[config.mk]
export PLATFORM = sky130hd
export DESIGN_NAME = b2v_fifo
export DESIGN_NICKNAME = d
export VERILOG_FILES = /design/src/rtl/b2v_pkg.sv /design/src/rtl/b2v_fifo.sv
export SDC_FILE = /design/constraint.sdc
export NUM_CORES = 1
export LEC_CHECK = 0
export ABC_AREA = 1
export BUFFER_PORTS_ARGS = -buffer_cell sky130_fd_sc_hd__buf_2
export CAP_MARGIN = 20
export CORE_ASPECT_RATIO = 1.2
export CORE_UTILIZATION = 40
export DETAILED_ROUTE_END_ITERATION = 8
export GPL_ROUTABILITY_DRIVEN = 0
export PLACE_DENSITY = 0.6
export SKIP_LAST_GASP = 1
export SLEW_MARGIN = 20
export SYNTH_ARGS = -nofsm -noshare
export SYNTH_HDL_FRONTEND = slang
export SYNTH_SLANG_ARGS = --single-unit
[constraint.sdc]
create_clock -name clk -period 8.55 [get_ports clk]
set_input_delay 2.565 -clock clk [delete_from_list [all_inputs] [get_ports clk]]
set_output_delay 2.565 -clock clk [all_outputs]
set_load 0.02 [all_outputs]
[src/rtl/b2v_pkg.sv]
// Shared widths, queue entry and queue status types for the barycentric block.
`timescale 1ns / 1ps
package b2v_pkg;

  localparam int COORD_W    = 32;
  localparam int TOL_W      = 16;
  localparam int DIFF_W     = COORD_W + 1;
  localparam int PROD_W     = 2 * DIFF_W;
  localparam int CROSS_W    = PROD_W + 1;
  localparam int QB         = COORD_W + 1;
  localparam int FIFO_DEPTH = 4;
  localparam int PTR_W      = 2;
  localparam int CNT_W      = 3;

  // One classified triangle query waiting for the divide pipeline
  typedef struct packed {
    logic signed [CROSS_W-1:0] det;
    logic signed [CROSS_W-1:0] num_a;
    logic signed [CROSS_W-1:0] num_b;
    logic signed [CROSS_W-1:0] num_c;
    logic                      degen;
  } b2v_entry_t;

  // Queue status seen by both sides
  typedef struct packed {
    logic full;
    logic empty;
  } b2v_fifo_stat_t;

endpackage

[src/rtl/b2v_fifo.sv]
// Short queue that decouples the front end from the divide pipeline.
`timescale 1ns / 1ps
module b2v_fifo (
  input  logic                     clk,
  input  logic                     rst_n,
  input  logic                     push,
  input  b2v_pkg::b2v_entry_t      push_entry,
  input  logic                     pop,
  output b2v_pkg::b2v_entry_t      head_entry,
  output b2v_pkg::b2v_fifo_stat_t  fifo_stat
);
  import b2v_pkg::*;

  b2v_entry_t       mem_r [FIFO_DEPTH];
  logic [PTR_W-1:0] wr_ptr_r, rd_ptr_r;
  logic [CNT_W-1:0] count_r;

  assign fifo_stat.full  = (count_r == CNT_W'(FIFO_DEPTH));
  assign fifo_stat.empty = (count_r == '0);
  assign head_entry      = mem_r[rd_ptr_r];

  // Store the incoming entry
  always_ff @(posedge clk) begin
    if (push) begin
      mem_r[wr_ptr_r] <= push_entry;
    end
  end

  // Advance pointers and track occupancy
  always_ff @(posedge clk) begin
    if (!rst_n) begin
      wr_ptr_r <= '0;
      rd_ptr_r <= '0;
      count_r  <= '0;
    end else begin
      if (push) wr_ptr_r <= wr_ptr_r + 1'b1;
      if (pop)  rd_ptr_r <= rd_ptr_r + 1'b1;
      if (push && !pop)      count_r <= count_r + 1'b1;
      else if (!push && pop) count_r <= count_r - 1'b1;
    end
  end

  a_no_push_full: assert property (@(posedge clk) disable iff (!rst_n)
    push |-> !fifo_stat.full) else $error("queue written while full");

  a_no_pop_empty: assert property (@(posedge clk) disable iff (!rst_n)
    pop |-> !fifo_stat.empty) else $error("queue read while empty");

  a_count_bound: assert property (@(posedge clk) disable iff (!rst_n)
    count_r <= CNT_W'(FIFO_DEPTH)) else $error("queue count beyond depth");

endmodule

==> summary.md <==
| Metric | Value |
|---|---|
| Post-route cell area | `around 47000 µm²` |
| Final setup vio count | `0` |
| Post-Synthesis Cells | `2659` |
| # resized after CTS | `0` |
| Pwr dens | `250.2 nW/µm²` |
| Int Pwr | `between 0.008 and 0.009 W` |
| Main synth FF type | `edfxtp_1` |
| Clock Tree Buf Depth | `3` |
| CP Class | `flop to output pin` |
| Via Count | `about 24000` |
| Top-area cell type share of the netlist area | `0.8014` |
| # hold bufs at CTS | `0` |
| Critical path arrival | `between 3 and 4 ns` |
| Combinational power share | `0.100` |
| Clk Latency, worst-skew pair | `between 0.6 and 0.7 ns` |
| Core Area | `99950 µm²` |
| First-pass GRT wire length | `approximately 140000 µm` |
| Final Instance Count excl. Fillers | `~4600` |
| Worst min path class | `flop to flop` |
| Setup crit end kind | `output pin` |
| Die ar. | `slightly above 100000 µm²` |
| Setup TNS | `0 ns` |
| Leakage power | `16.18 nW` |
| Fin. Hold Viols | `0` |
| Die width | `a little under 300 µm` |
| Largest net degree at the start of global routing | `266` |
| All-Layer GR Usage | `0.1752` |
| Final WL | `92950 µm` |
| Seq cells post-synth | `between 1000 and 1500` |
| Seq/Total Area, Yosys | `0.8059` |
| 1st-iter DRT viols | `between 1000 and 1500` |
| Post-route ant nets | `0` |
| Grt ovf | `0` |
| Actual slew at the worst max-slew pin | `1.288 ns` |
| Total nets after synthesis | `around 3000` |
| Crit share post-route | `0.7170` |
| Drt wl/cell | `20.43 µm` |
| Max-slew violation count | `0` |
| Setup crit start kind | `flop` |
| Area grow syn2layout | `17.36%` |
| Layout Nets | `~3400` |
| RSZ-0062 raised after global routing | `false` |
| Reg clk slew, reported paths | `0.06 ns` |
| Most common cell in the netlist | `edfxtp_1` |
| VDD IR-drop max | `about 0.00019 V` |
| Layout cells sized above 1 | `0.2228` |
| Synth warnings | `0` |
| Clock Skew | `between 0.03 and 0.04 ns` |
| DP Cell Count | `about 4300` |
| Distinct cell type count after synthesis | `20` |
| Clock share of power | `0.381` |
| Fin crit period | `6.130 ns` |
| Area contributors post-synth | `edfxtp_1 80%, nor2_1 5.1%, o22ai_1 4.2%` |
| Reg2reg start | `wr_ptr_r[0]$_SDFFE_PN0P_` |
| Synthesized area | `40320 µm²` |
| I/O pin cnt | `~540` |
| Total CTS buffers | `roughly 110` |
| Fmax achieved | `0.1631 GHz` |
| MaxCap Viol Count | `0` |
| DP HPWL | `~52000 µm` |
| Relative slew slack | `0.1413` |
| Largest area contributor in the synthesized netlist | `edfxtp_1` |
| TritonCTS clock tree | `done` |
| DR pass1 iterations | `5` |
| H-tree depth | `3` |
| NetSw | `0.002848 W` |
| Post-DR vias/cell | `between 5 and 6` |
| Core Util, Final | `0.4734` |
| Initial antenna violation count | `32` |
| Vias in the first global route | `approximately 22000` |
| Post-synth EDFFs | `between 1000 and 1500` |
| Die Span Y | `between 300 and 400 µm` |
| Avg Cell Area, Syn | `15.16 µm²` |
| Sw Ratio | `0.2406` |
| Commonest cells in the netlist | `1076 x edfxtp_1, 543 x nor2_1, 318 x o21ai_0, 269 x o22ai_1, 226 x o21ai_1` |
| Hold path startpoint | `rd_ptr_r[1]$_SDFFE_PN0P_` |
| Root Driver | `clkbuf_16` |
| Placement Cell Area | `around 44000 µm²` |
| Starting Density | `0.4034` |
| Async SR Flop Fraction | `0` |
| Number of buffers added on ports | `543` |
| CP required | `between 5 and 6 ns` |
| Post-CTS setup buffers | `0` |
| Outcome | `completed` |
| Drt drc | `0` |
| Sequential share of power | `0.518` |
| # clock sinks | `1085` |
| Row cnt | `~130` |
| CP Max Fanout | `between 200 and 250` |
| Total power | `around 0.012 W` |
==> path summary, 6_finish.rpt <==
check / endpoint / slack [ns] / cells after the start
max: head_entry[143] / 2.42 / 5
min: flop / 0.45 / 1
max reg2reg: mem_r[0][156]$_DFFE_PP_ / 5.99 / 5
min reg2reg: flop / 0.45 / 1
==> metal layers <==
layer  up-vias  global-route usage  share of wire
met5         -                   0         0.0012
met4        18             0.07003          0.032
met3       184             0.04408          0.060
met2       571              0.2935           0.50
met1     11800              0.2174           0.41
li1      11140                   -              -
==> sequential cells by signal, summed over array words and instances, names as in the netlist, named ones only <==
signal and flops:
wr_ptr_r 2, count_r 3, mem_r 1076, rd_ptr_r 2
==> critical path: stages (launching register included) <==
cell and delay, ns:
dfxtp_4 0.63, buf_4 0.65, buf_12 0.58, o21ai_0 0.22, o22ai_1 0.26, buf_2 0.20
==> power groups by stage <==
stage	logic, W	registers, W	clock network [W]
global placement	0.00120	0.00625	0
detailed placement	0.00120	0.00625	0
finish	0.00119	0.00614	0.00451
floorplan	0.000730	0.00629	0
CTS	0.00121	0.00614	0.00462
global route	0.00128	0.00615	0.00481
==> cells in the final DEF (no fill, tap or decap), types with 20 or more instances in the layout <==
master        n
buf_2       543
edfxtp_1   1076
o21ai_1     226
o22ai_1     269
nor2_1      543
diode_2      20
clkinv_1     30
clkinv_2     22
clkbuf_16   109
o21ai_0     318
==> layout make-up <==
class / instances / area [µm²]
tap: 1290 / 1614
fill: 8686 / 52630
sequential: 1085 / 32500
clock inverter: 71 / 643.1
antenna: 20 / 50.05
multi-input combinational: 1379 / 6601
clock buffer: 124 / 2784
inverter: 17 / 127.6
timing repair buffer: 564 / 3000
==> through the flow <==
stage / setup slack, ns / hold WS (ns)
2_1_floorplan: 0.1758 / 0.4115
3_3_place_gp: 3.236 / 0.4223
3_5_place_dp: 3.187 / 0.4209
4_1_cts: 2.455 / 0.4396
5_1_grt: 2.208 / 0.4840
6_report: 2.420 / 0.4458
==> logic make-up (layout without fill, tap and decap cells) <==
logic type | after synthesis | after routing | synth area share
AO/OA/AOI/OAI | 817 | 817 | 0.1098
adder cells (fa/ha/maj) | 6 | 6 | 0.002048
buffers and inverters | 195 | 776 | 0.03041
flip-flops | 1085 | 1085 | 0.8059
other | 0 | 20 | 0
AND/OR/NAND/NOR | 556 | 556 | 0.05192
No activity file was read; power rests on OpenSTA's default activity.
